--- config.mk ---
export PLATFORM = sky130hd
export DESIGN_NAME = status_led_breathing_controller_top
export DESIGN_NICKNAME = d
export VERILOG_FILES = /design/src/rtl/sled_pkg.sv /design/src/rtl/status_led_breathing_controller_top.sv /design/src/rtl/sled_state.sv /design/src/rtl/sled_color.sv
export SDC_FILE = /design/constraint.sdc
export NUM_CORES = 1
export LEC_CHECK = 0
export BUFFER_PORTS_ARGS = -buffer_cell sky130_fd_sc_hd__clkbuf_2
export CAP_MARGIN = 10
export CORE_MARGIN = 8
export CORE_UTILIZATION = 35
export DETAILED_ROUTE_END_ITERATION = 12
export MAX_ROUTING_LAYER = met4
export SETUP_SLACK_MARGIN = 0.5
export SLEW_MARGIN = 30
export SYNTH_ARGS = -nofsm -noshare
export SYNTH_HDL_FRONTEND = slang
export SYNTH_SLANG_ARGS = --single-unit
--- constraint.sdc ---
create_clock -name clk -period 9 [get_ports clk]
set_clock_uncertainty 0.15 [all_clocks]
set_input_delay 1.35 -clock clk [delete_from_list [all_inputs] [get_ports clk]]
set_output_delay 1.35 -clock clk [all_outputs]
set_load 0.02 [all_outputs]
--- src/rtl/sled_pkg.sv ---
// shared types, codes and constants for the breathing status led controller
`timescale 1ns / 1ps

package sled_pkg;

  // field widths
  localparam int unsigned PHASE_W    = 16;
  localparam int unsigned TIME_W     = 32;
  localparam int unsigned STEP_W     = 16;
  localparam int unsigned COLOR_W    = 8;
  localparam int unsigned OP_W       = 2;
  localparam int unsigned MODE_W     = 2;
  localparam int unsigned CFG_ADDR_W = 2;

  // request opcodes
  localparam logic [OP_W-1:0] OP_TICK    = 2'd0;
  localparam logic [OP_W-1:0] OP_SET     = 2'd1;
  localparam logic [OP_W-1:0] OP_TRIGGER = 2'd2;

  // configuration register indexes
  localparam logic [CFG_ADDR_W-1:0] REG_IDLE_STEP  = 2'd0;
  localparam logic [CFG_ADDR_W-1:0] REG_TRACK_STEP = 2'd1;
  localparam logic [CFG_ADDR_W-1:0] REG_BLINK_MS   = 2'd2;

  // configuration reset values
  localparam logic [STEP_W-1:0] IDLE_STEP_RST  = 16'd65;
  localparam logic [STEP_W-1:0] TRACK_STEP_RST = 16'd261;
  localparam logic [STEP_W-1:0] BLINK_MS_RST   = 16'd100;

  // fixed intensities
  localparam logic [COLOR_W-1:0] COLOR_FULL = 8'd255;
  localparam logic [COLOR_W-1:0] COLOR_OFF  = 8'd0;

  // sine table generation constants, q31
  localparam logic [63:0] HALF_PI_Q31 = 64'd3373259426;
  localparam logic [63:0] ONE_Q31     = 64'd2147483648;
  localparam int unsigned SIN_TERMS   = 8;
  localparam logic [63:0] SIN_DIV [SIN_TERMS] = '{
    64'd6, 64'd20, 64'd42, 64'd72, 64'd110, 64'd156, 64'd210, 64'd272
  };

  // orange mix: green is level * 50 / 255
  localparam logic [15:0] ORANGE_MUL = 16'd50;
  localparam logic [15:0] ORANGE_DIV = 16'd255;

  typedef enum logic [MODE_W-1:0] {
    MODE_IDLE  = 2'd0,
    MODE_BLINK = 2'd1,
    MODE_TRACK = 2'd2,
    MODE_ERROR = 2'd3
  } sled_mode_t;

  // what the color stage shows for one tick
  typedef enum logic [2:0] {
    KIND_GREEN  = 3'd0,
    KIND_ORANGE = 3'd1,
    KIND_BLUE   = 3'd2,
    KIND_BLACK  = 3'd3,
    KIND_RED    = 3'd4
  } sled_kind_t;

  // tick result passed from the state stage to the color stage
  typedef struct packed {
    logic               valid;
    sled_kind_t         kind;
    logic [PHASE_W-1:0] phase;
  } sled_item_t;

endpackage

--- src/rtl/status_led_breathing_controller_top.sv ---
// top level of the breathing rgb status led controller
`timescale 1ns / 1ps

// Usage: requests arrive on the in_ stream. in_tuser carries the opcode (tick,
// set mode, trigger blink); in_tdata carries the time in ms and the new mode.
// Every tick request yields one color result on the out_ stream; set mode and
// trigger requests only change state and yield nothing.
// Path: a tick passes the input register, the state stage and the output
// register before out_tvalid shows it. Throughput: one request per cycle
// while out_tready is high; the phase update (a 16x16 multiply and add) is
// done in the state stage, the sine table read in the output stage.
// The cfg_ port writes step and blink length registers; write only while idle.
// Reset: steps 65 and 261, blink length 100 ms, idle mode, phase and times
// zero, all stages empty.
// When out_tready is low the result is held, up to three requests back up in
// the stages and in_tready then drops until the receiver takes the result.
module status_led_breathing_controller_top
  import sled_pkg::*;
#(
  parameter int unsigned SINE_ENTRIES = 256
) (
  input  logic                  clk,
  input  logic                  rst_n,
  // configuration write port
  input  logic                  cfg_we,
  input  logic [CFG_ADDR_W-1:0] cfg_addr,
  input  logic [STEP_W-1:0]     cfg_wdata,
  // request stream
  input  logic                  in_tvalid,
  output logic                  in_tready,
  input  logic [39:0]           in_tdata,   // now_ms [31:0], new_mode [33:32], zero pad
  input  logic [OP_W-1:0]       in_tuser,   // op [1:0]
  // color stream
  output logic                  out_tvalid,
  input  logic                  out_tready,
  output logic [3*COLOR_W-1:0]  out_tdata   // red [7:0], green [15:8], blue [23:16]
);

  sled_item_t item;
  logic       item_rdy;

  // state update stage
  sled_state u_state (
    .clk      (clk),
    .rst_n    (rst_n),
    .cfg_we   (cfg_we),
    .cfg_addr (cfg_addr),
    .cfg_wdata(cfg_wdata),
    .in_valid (in_tvalid),
    .in_ready (in_tready),
    .in_op    (in_tuser),
    .in_now   (in_tdata[TIME_W-1:0]),
    .in_mode  (in_tdata[TIME_W +: MODE_W]),
    .item_o   (item),
    .item_rdy (item_rdy)
  );

  // color lookup and output register
  sled_color #(
    .SINE_ENTRIES(SINE_ENTRIES)
  ) u_color (
    .clk       (clk),
    .rst_n     (rst_n),
    .item_i    (item),
    .item_rdy  (item_rdy),
    .out_tvalid(out_tvalid),
    .out_tready(out_tready),
    .out_tdata (out_tdata)
  );

endmodule

--- src/rtl/sled_state.sv ---
// input register, configuration registers and per-request state update
`timescale 1ns / 1ps

module sled_state
  import sled_pkg::*;
(
  input  logic                  clk,
  input  logic                  rst_n,
  input  logic                  cfg_we,
  input  logic [CFG_ADDR_W-1:0] cfg_addr,
  input  logic [STEP_W-1:0]     cfg_wdata,
  input  logic                  in_valid,
  output logic                  in_ready,
  input  logic [OP_W-1:0]       in_op,
  input  logic [TIME_W-1:0]     in_now,
  input  logic [MODE_W-1:0]     in_mode,
  output sled_item_t            item_o,
  input  logic                  item_rdy
);

  // input register
  logic                s1_v_r;
  logic [OP_W-1:0]     s1_op_r;
  logic [TIME_W-1:0]   s1_now_r;
  logic [MODE_W-1:0]   s1_mode_r;

  // configuration
  logic [STEP_W-1:0]   idle_step_r;
  logic [STEP_W-1:0]   track_step_r;
  logic [STEP_W-1:0]   blink_ms_r;

  // block state
  sled_mode_t          mode_r, mode_nxt;
  logic [PHASE_W-1:0]  phase_r, phase_nxt;
  logic [TIME_W-1:0]   last_r, last_nxt;
  logic [TIME_W-1:0]   bstart_r, bstart_nxt;
  sled_item_t          item_r, item_nxt;

  logic                s2_free;
  logic                s1_go;
  logic                s1_tick;
  logic [TIME_W-1:0]   elapsed;
  logic [TIME_W-1:0]   since_blink;
  logic [STEP_W-1:0]   step;
  logic [2*STEP_W-1:0] step_prod;
  logic [PHASE_W-1:0]  phase_adv;
  sled_kind_t          kind;

  // handshake between input register and state stage
  assign s1_tick  = (s1_op_r == OP_TICK);
  assign s2_free  = !item_r.valid || item_rdy;
  assign s1_go    = s1_v_r && (!s1_tick || s2_free);
  assign in_ready = !s1_v_r || s1_go;
  assign item_o   = item_r;

  // phase advance: elapsed ms (low 16 bits) times the active step
  assign elapsed     = s1_now_r - last_r;
  assign since_blink = s1_now_r - bstart_r;
  assign step        = (mode_r == MODE_TRACK) ? track_step_r : idle_step_r;
  assign step_prod   = (2*STEP_W)'(elapsed[PHASE_W-1:0]) * (2*STEP_W)'(step);
  assign phase_adv   = phase_r + step_prod[PHASE_W-1:0];

  // next state for the request in the input register
  always_comb begin
    mode_nxt   = mode_r;
    phase_nxt  = phase_r;
    last_nxt   = last_r;
    bstart_nxt = bstart_r;
    kind       = KIND_BLACK;
    item_nxt   = item_r;
    if (item_rdy) begin
      item_nxt.valid = 1'b0;
    end
    if (s1_go) begin
      case (s1_op_r)
        OP_TICK: begin
          last_nxt = s1_now_r;
          unique case (mode_r)
            MODE_IDLE: begin
              phase_nxt = phase_adv;
              kind      = KIND_GREEN;
            end
            MODE_TRACK: begin
              phase_nxt = phase_adv;
              kind      = KIND_ORANGE;
            end
            MODE_BLINK: begin
              if (since_blink < TIME_W'(blink_ms_r)) begin
                kind = KIND_BLUE;
              end else begin
                kind     = KIND_BLACK;
                mode_nxt = MODE_IDLE;
              end
            end
            MODE_ERROR: begin
              kind = KIND_RED;
            end
          endcase
          item_nxt.valid = 1'b1;
          item_nxt.kind  = kind;
          item_nxt.phase = phase_nxt;
        end
        OP_SET: begin
          mode_nxt = sled_mode_t'(s1_mode_r);
        end
        OP_TRIGGER: begin
          mode_nxt   = MODE_BLINK;
          bstart_nxt = s1_now_r;
        end
        default: begin
          // unused opcode: no state change
        end
      endcase
    end
  end

  // input register
  always_ff @(posedge clk) begin
    if (!rst_n) begin
      s1_v_r <= 1'b0;
    end else if (in_ready) begin
      s1_v_r <= in_valid;
    end
    if (in_ready && in_valid) begin
      s1_op_r   <= in_op;
      s1_now_r  <= in_now;
      s1_mode_r <= in_mode;
    end
  end

  // configuration registers
  always_ff @(posedge clk) begin
    if (!rst_n) begin
      idle_step_r  <= IDLE_STEP_RST;
      track_step_r <= TRACK_STEP_RST;
      blink_ms_r   <= BLINK_MS_RST;
    end else if (cfg_we) begin
      case (cfg_addr)
        REG_IDLE_STEP:  idle_step_r  <= cfg_wdata;
        REG_TRACK_STEP: track_step_r <= cfg_wdata;
        REG_BLINK_MS:   blink_ms_r   <= cfg_wdata;
        default: begin
          // writes beyond the register list are dropped
        end
      endcase
    end
  end

  // block state and tick stage
  always_ff @(posedge clk) begin
    if (!rst_n) begin
      mode_r     <= MODE_IDLE;
      phase_r    <= '0;
      last_r     <= '0;
      bstart_r   <= '0;
      item_r     <= '0;
    end else begin
      mode_r     <= mode_nxt;
      phase_r    <= phase_nxt;
      last_r     <= last_nxt;
      bstart_r   <= bstart_nxt;
      item_r     <= item_nxt;
    end
  end

  // a stalled tick stage keeps its contents
  assert property (@(posedge clk) disable iff (!rst_n)
    item_r.valid && !item_rdy |=> item_r.valid && $stable(item_r))
    else $error("tick stage lost or changed while stalled");

  // set mode takes the requested mode
  assert property (@(posedge clk) disable iff (!rst_n)
    s1_go && (s1_op_r == OP_SET) |=> mode_r == sled_mode_t'($past(s1_mode_r)))
    else $error("set mode not applied");

  // trigger enters blink and records its time
  assert property (@(posedge clk) disable iff (!rst_n)
    s1_go && (s1_op_r == OP_TRIGGER) |=>
      (mode_r == MODE_BLINK) && (bstart_r == $past(s1_now_r)))
    else $error("trigger not applied");

  // only ticks create a color result
  assert property (@(posedge clk) disable iff (!rst_n)
    s1_go && !s1_tick && item_rdy |=> !item_r.valid)
    else $error("non-tick request produced a result");

endmodule

--- src/rtl/sled_color.sv ---
// sine level tables and the color output register
`timescale 1ns / 1ps

module sled_color
  import sled_pkg::*;
#(
  parameter int unsigned SINE_ENTRIES = 256
) (
  input  logic                 clk,
  input  logic                 rst_n,
  input  sled_item_t           item_i,
  output logic                 item_rdy,
  output logic                 out_tvalid,
  input  logic                 out_tready,
  output logic [3*COLOR_W-1:0] out_tdata
);

  localparam int unsigned IDX_W  = $clog2(SINE_ENTRIES);
  localparam int unsigned PROD_W = PHASE_W + IDX_W;

  // sin in q31 for x in [0, pi/2], odd taylor series
  function automatic logic [63:0] sin_q31(input logic [63:0] x);
    logic [63:0]        x2;
    logic [63:0]        term;
    logic signed [63:0] sum;
    x2   = (x * x) >> 31;
    term = x;
    sum  = $signed(x);
    for (int k = 0; k < SIN_TERMS; k++) begin
      term = (term * x2) >> 31;
      term = term / SIN_DIV[k];
      if ((k % 2) == 0) begin
        sum = sum - $signed(term);
      end else begin
        sum = sum + $signed(term);
      end
    end
    if (sum < 0) begin
      sum = 0;
    end
    if (sum > $signed(ONE_Q31)) begin
      sum = $signed(ONE_Q31);
    end
    return $unsigned(sum);
  endfunction

  // table entry: floor(255 * (sin + 1) / 2)
  function automatic logic [COLOR_W-1:0] level_of(input int unsigned i);
    logic [63:0] n;
    logic [63:0] a;
    logic [63:0] s;
    logic [63:0] v;
    logic [63:0] p;
    logic        neg;
    n   = 64'(SINE_ENTRIES);
    a   = 64'(4 * i);
    neg = 1'b0;
    if (a >= 2 * n) begin
      a   = a - 2 * n;
      neg = 1'b1;
    end
    if (a > n) begin
      a = 2 * n - a;
    end
    if (a == n) begin
      s = ONE_Q31;
    end else if (a == 0) begin
      s = '0;
    end else begin
      s = sin_q31((a * HALF_PI_Q31) / SINE_ENTRIES);
    end
    v = neg ? (ONE_Q31 - s) : (ONE_Q31 + s);
    p = (64'd255 * v) >> 32;
    return p[COLOR_W-1:0];
  endfunction

  // green share of the orange mix
  function automatic logic [COLOR_W-1:0] orange_of(input logic [COLOR_W-1:0] lvl);
    logic [15:0] q;
    q = (16'(lvl) * ORANGE_MUL) / ORANGE_DIV;
    return q[COLOR_W-1:0];
  endfunction

  logic [COLOR_W-1:0] lvl_rom [SINE_ENTRIES];
  logic [COLOR_W-1:0] org_rom [SINE_ENTRIES];

  // constant tables built at elaboration
  for (genvar gi = 0; gi < SINE_ENTRIES; gi++) begin : g_rom
    localparam logic [COLOR_W-1:0] LV = level_of(gi);
    localparam logic [COLOR_W-1:0] OG = orange_of(LV);
    assign lvl_rom[gi] = LV;
    assign org_rom[gi] = OG;
  end

  logic               out_v_r;
  logic [COLOR_W-1:0] red_r, red_nxt;
  logic [COLOR_W-1:0] green_r, green_nxt;
  logic [COLOR_W-1:0] blue_r, blue_nxt;
  logic [PROD_W-1:0]  idx_prod;
  logic [IDX_W-1:0]   idx;
  logic [COLOR_W-1:0] lvl;
  logic [COLOR_W-1:0] lvl_org;
  logic               load;

  assign item_rdy   = !out_v_r || out_tready;
  assign load       = item_i.valid && item_rdy;
  assign out_tvalid = out_v_r;
  assign out_tdata  = {blue_r, green_r, red_r};

  // table index: floor(phase * entries / 65536)
  assign idx_prod = PROD_W'(item_i.phase) * PROD_W'(SINE_ENTRIES);
  assign idx      = idx_prod[PHASE_W +: IDX_W];
  assign lvl      = lvl_rom[idx];
  assign lvl_org  = org_rom[idx];

  // color per tick kind
  always_comb begin
    red_nxt   = COLOR_OFF;
    green_nxt = COLOR_OFF;
    blue_nxt  = COLOR_OFF;
    unique case (item_i.kind)
      KIND_GREEN: begin
        green_nxt = lvl;
      end
      KIND_ORANGE: begin
        red_nxt   = lvl;
        green_nxt = lvl_org;
      end
      KIND_BLUE: begin
        blue_nxt = COLOR_FULL;
      end
      KIND_RED: begin
        red_nxt = COLOR_FULL;
      end
      default: begin
        // black
      end
    endcase
  end

  // output register
  always_ff @(posedge clk) begin
    if (!rst_n) begin
      out_v_r <= 1'b0;
    end else if (item_rdy) begin
      out_v_r <= item_i.valid;
    end
    if (load) begin
      red_r   <= red_nxt;
      green_r <= green_nxt;
      blue_r  <= blue_nxt;
    end
  end

  // a loaded tick is presented on the next cycle
  assert property (@(posedge clk) disable iff (!rst_n)
    load |=> out_tvalid)
    else $error("loaded tick not presented");

  // error mode shows solid red
  assert property (@(posedge clk) disable iff (!rst_n)
    load && (item_i.kind == KIND_RED) |=>
      (red_r == COLOR_FULL) && (green_r == COLOR_OFF) && (blue_r == COLOR_OFF))
    else $error("error color wrong");

  // idle breathing never lights red or blue
  assert property (@(posedge clk) disable iff (!rst_n)
    load && (item_i.kind == KIND_GREEN) |=>
      (red_r == COLOR_OFF) && (blue_r == COLOR_OFF))
    else $error("idle color wrong");

endmodule
Word-level counts from Yosys, hierarchy flattened:

Memories as Yosys holds them, arrays and structs flattened.
Cells that the tools add are included.

* bits in registers: 180
* memories kept: 2
* output and inout bits: 26
* memory bits (read-only): 4096
* input bits: 65
* logic and storage cells: 78

Memories
* (no name shown): words 256, bits a word 8, read ports 1, clocked after memory_dff 0, wr ports 0, RTL line sled_color.sv:113 `assign lvl = lvl_rom[idx];`
* (no name shown): words 256, bits a word 8, read ports 1, clocked after memory_dff 0, wr ports 0, RTL line sled_color.sv:114 `assign lvl_org = org_rom[idx];`

* reduce and logical (&&, ||, !) cells: 23
* magnitude comparators: 2
* $mul: 1
* add/sub/neg operators: 3
* mux-type cells: 17
* bitwise logic cells: 1
* eq/ne operators: 12

Operators by type and width (number)
* two-way mux 20 bit: 2
* two-way mux 8 bit: 5
* < comparator 32 x 16 -> 1 bit: 1
* two-way mux 16 bit: 2
* one-hot mux 8 bit (2 select lines): 2
* subtractor 32 bit: 1
* adder 16 bit: 1
* multiplier 16 x 16 -> 16 bit: 1
* subtractor 16 bit: 1
* one-hot mux 3 bit (4 select lines): 1
* AND reduction 2 bit: 5
* greater-or-equal comparator 9 bit (second input constant): 1
* inverter 8 -> 9 bit: 1
* == test 2 bit (second input constant): 4
* == test 2 x 1 -> 1 bit (second input constant): 3
* logical NOT 2 bit: 3
* one-hot mux 2 bit (3 select lines): 1
* logical NOT 1 bit: 4
* logical OR 1 bit: 4
* two-way mux 2 bit: 2
* != test 2 bit (second input constant): 2
* AND reduction 4 bit: 1
* == test 3 x 1 -> 1 bit (second input constant): 1
* == test 3 x 2 -> 1 bit (second input constant): 1
* other kinds (6): 9

Longest topological paths before layout:

* word-level depth: 7
* depth in mapped cells: 31
* mapped depth without buffers: 31

Cells and area by module:

Synthesis repeated with hierarchy kept, for this count alone.

* cell total of the unflattened synthesis: 2086
* area, all modules: 16742.3 um^2

By module, submodules not included
* sled_state: area each 12974.9 um^2, cells an instance 1554, instances 1, sequential area each 3463.3 um^2
* sled_color: area each 3767.4 um^2, cells an instance 532, instances 1, sequential area each 530.5 um^2

Least setup slack after synthesis:

Ideal clock, no wire load.

* kind: reg-to-reg
* start: register u_state.s1_now_r[0]
* end: register (tool-made name)
* period minus slack after synthesis: 7987 ps
* data arrival time: 7721 ps
* setup time: 116 ps
* required time: 8734 ps
* cell stages (with the launch flop): 32
* path slack: 1013 ps
* buffers on the path: 0
* cell sequence: edfxtp_1 inv_1 ha_1 fa_1 nor2b_4 o311a_1 o21a_1 nor2_1 xor2_1 nor2_1 fa_1 inv_1 fa_1 inv_1 fa_1 inv_1 fa_1 inv_1 fa_1 inv_1 fa_1 inv_1 ha_1 and2_1 o21ai_0 o31ai_1 o41ai_1 xor3_1 or4_1 o21ai_0 o21ai_0 a41o_1

RTL lines
* start, declared: RTL line sled_state.sv:24 `logic [TIME_W-1:0] s1_now_r;`
* start signal, assigned: RTL line sled_state.sv:126 `s1_now_r <= in_now;`

==> flow_summary_export.csv <==
group,metric,value,unit
run_status,status,"finished, final reports clean",
critical_path,reg2reg_slack,0.87,ns
timing,slew_headroom,36.8,%
critical_path,r2r_start,"u_state.s1_now_r[0]",
critical_path,slowest_stage,"fa_1",
clock_tree,clockRootBuffer,"clkbuf_16",
clock_tree,numCtsBuffers,17,
global_routing,met1_usage,21.2,%
drt,viasPerCell,5.29,
min_path,hold_depth,2,
global_routing,grt_pass1_vias,14400,
global_routing,overflow,0,
clock_tree,clk_path_buf_depth,2,
finish,final_nets,2397,
pwr,pwr-share-comb,56.9,%
critical_path,ff2ff_path_depth,31,
pwr,total_leakage_power,7.42,nW
synthesis,synth-warning-count,0,
place,gp_congestion,0.914,
synthesis,netlist_area,16700,um2
timing,min_period,8.13,ns
pwr,netSwitchingFraction,43.8,%
timing,hold_viol_final,0,
min_path,hold_path_class,"register to register",
drt,remaining_drc_errors,0,
critical_path,critPathKind,"register to register",
timing,fin_tns_setup,0,ns
synthesis,yosys.area.top_type,"dfxtp_1",
finish,layout-drive-gt1-share,10.7,%
critical_path,cp-end-kind,"register",
timing,hold-worst-slack,0.317,ns
pwr,vdd_ir_drop_max,0.000146,V
drt,wl,45700,um
global_routing,grt-busiest-layer,"met2",
drt,vias,14400,
floorplan,rows,80,
synthesis,avgSynthCellArea,8.02,um2
timing,drv_slew,0,
floorplan,fp.dieH,234,um
synthesis,synth_top_area_share,14.4,%
finish,final_cell_mix,"nand2_1, inv_1, nor2_1, ha_1, dfxtp_1",
critical_path,setup.worst_path.start_class,"register",
clock_tree,hold_buffers,0,
place,placed_cells_incl_taps,2694,
finish,antennaDiodeCount,0,
timing,rsz0062_at_grt,"no",
clock_tree,clk_pin_slew,0.07,ns
pwr,p_sw,1.67,mW
finish,fillers,4868,
timing,tightestPinTransition,0.948,ns
drt,dr.pass1.iters,5,
pwr,internal-power,2.14,mW
floorplan,core,47400,um2
timing,post-route-period-util,90.3,%
clock_tree,cts-htree-levels,4,
clock_tree,cts_tree,"yes",
pwr,p_per_area,207,nW/um2
critical_path,cp_max_fo,4,
synthesis,synth_edf_count,53,
place,hpwl,34600,um
synthesis,synth_ff_type,"dfxtp_1",
finish,fin_cells,2733,
drt,drt_iter0_drc,1024,
finish,design_area,18400,um2
floorplan,design.die.area,54900,um2
synthesis,synth_area_leaders,"dfxtp_1, fa_1, ha_1",
synthesis,synth_cell_types,88,
synthesis,synthCells,2080,
min_path,hp-start,"u_state.bstart_r[25]",
global_routing,grtUsageMet2,29.8,%
critical_path,arrival,8.33,ns
pwr,finalPower,3.82,mW
floorplan,fp.dieW,234,um
drt,wl_per_cell,16.7,um
finish,final_common_cell,"nand2_1",
clock_tree,clock_latency,0.46,ns
global_routing,track_usage,17.3,%
global_routing,grt_max_degree,97,
drt,antenna_left,0,
global_routing,antenna_found_initial,0,
run,cap_violations,0,
synthesis,async_flop_share,0,%
finish,area_delta_synth_final,10.3,%
global_routing,use_met3,1.85,%
critical_path,critPathRequiredTime,9.20,ns
pwr,p_seq_share,23.1,%
pwr,p_clk_share,20.0,%
place,dpl_cell_area,17700,um2
synthesis,synth.net_count,2372,
floorplan,io_pins,91,
min_path,hold_end,"u_state.bstart_r[25]",
synthesis,ys_seq_elements,173,
floorplan,start_util,35.2,%
global_routing,grt_pass1_wl,74400,um
critical_path,max_stage_delay,0.55,ns
timing,setup_violations,0,
clock_tree,clkSinkCount,173,
place,numPortBuffers,84,
timing,clock.fmax,123,MHz
synthesis,ys_seq_area_share,23.9,%
==> cell usage after synthesis (all sizes together) (4+ instances only) <==
master and count:
nand3 21, o22ai 6, inv 245, a31oi 22, o311ai 8, a221oi 5
o211ai 16, nor4b 4, o21a 21, or2 19, xnor3 5, ha 131
a311oi 4, mux2i 28, a21boi 106, and2 16, a21oi 117, fa 96
buf 22, o2111ai 4, clkbuf 94, a41oi 4, o21bai 7, mux2 10
nand4 12, o221ai 10, nand2 333, nor2 170, xor2 22, edfxtp 53
dfxtp 120, nand3b 6, xnor2 41, a211o 7, or3 7, nor3 28
o21ai 86, nand2b 30, a21o 26, o31ai 8, nor2b 20, nor3b 10
a211oi 25, and3 7
==> worst max-delay path by stage <==
stage                   startpoint        to  cells after the start
6_report       u_state.s1_now_r[0]  register                     31
5_1_grt        u_state.s1_now_r[6]  register                     28
4_1_cts        u_state.s1_now_r[5]  register                     28
3_5_place_dp   u_state.s1_now_r[0]  register                     28
3_3_place_gp   u_state.s1_now_r[0]  register                     31
2_1_floorplan  u_state.s1_now_r[0]  register                     31
==> through the flow <==
| stage | util (%) | setup slack [ns] |
|---|---|---|
| 6_report | 38.8 | 0.870 |
| 5_1_grt | 38.8 | 0.557 |
| 3_3_place_gp | 37.2 | 0.475 |
| 4_1_cts | 38.5 | 0.502 |
| 3_5_place_dp | 37.2 | 0.357 |
| 2_1_floorplan | - | 1.01 |
==> area by class of cell <==
type | count | area, um2 | share of cell area (%)
clock inverters | 15 | 173 | 0.938
repair buffers | 122 | 706 | 3.83
flip-flops and latches | 173 | 4000 | 21.7
multi-input cells | 1545 | 11400 | 62.0
clock buffers | 17 | 425 | 2.31
well taps | 615 | 769 | 4.18
inverters | 246 | 923 | 5.01
==> state kept, by name (all words and copies together) (netlist names), named ones only <==
| register | count |
|---|---|
| u_color.blue_r | 1 |
| u_color.green_r | 8 |
| u_color.out_tvalid | 1 |
| u_color.red_r | 8 |
| u_state.blink_ms_r | 16 |
| u_state.bstart_r | 32 |
| u_state.idle_step_r | 16 |
| u_state.item_o | 4 |
| u_state.last_r | 16 |
| u_state.mode_r | 2 |
| u_state.s1_mode_r | 2 |
| u_state.s1_now_r | 32 |
| u_state.s1_op_r | 2 |
| u_state.s1_v_r | 1 |
| u_state.track_step_r | 16 |
==> routing by layer <==
metal / share of wire [%] / up-vias
met5: 0 / -
met2: 50 / 372
met4: 2.1 / 0
met3: 4.0 / 51
met1: 44 / 6950
li1: - / 7072
==> power groups by stage <==
stage | clock network (mW) | registers [mW] | logic (mW)
floorplan | 0 | 0.895 | 1.63
global placement | 0 | 0.901 | 2.06
detailed placement | 0 | 0.902 | 2.11
CTS | 0.782 | 0.884 | 2.15
global route | 0.809 | 0.888 | 2.43
finish | 0.763 | 0.883 | 2.17
==> critical path, delay by kind of cell (launching register included) <==
kind / cells / cell delay, ns
AND/OR/NAND/NOR: 6 / 1.23
XOR/XNOR: 1 / 0.34
adder cells (fa/ha/maj): 9 / 3.73
flip-flops: 1 / 0.43
AO/OA/AOI/OAI: 8 / 1.67
buffers and inverters: 7 / 0.45
==> repair_timing <==
action                     CTS  global route
resized for setup            7            16
pin swaps                    2            10
setup endpoints to repair    1             1
setup buffers                1             6
==> cells by family after synthesis <==
kind of cell | synth area share, %
AOI/OAI and AO/OA | 20.5
xor gates and xnor gates | 4.44
adders and majority gates | 21.3
buffers and inverters | 8.40
DFF | 23.9
muxes | 2.78
and+or+nand+nor | 18.6
(Power assumes the default switching activity.)
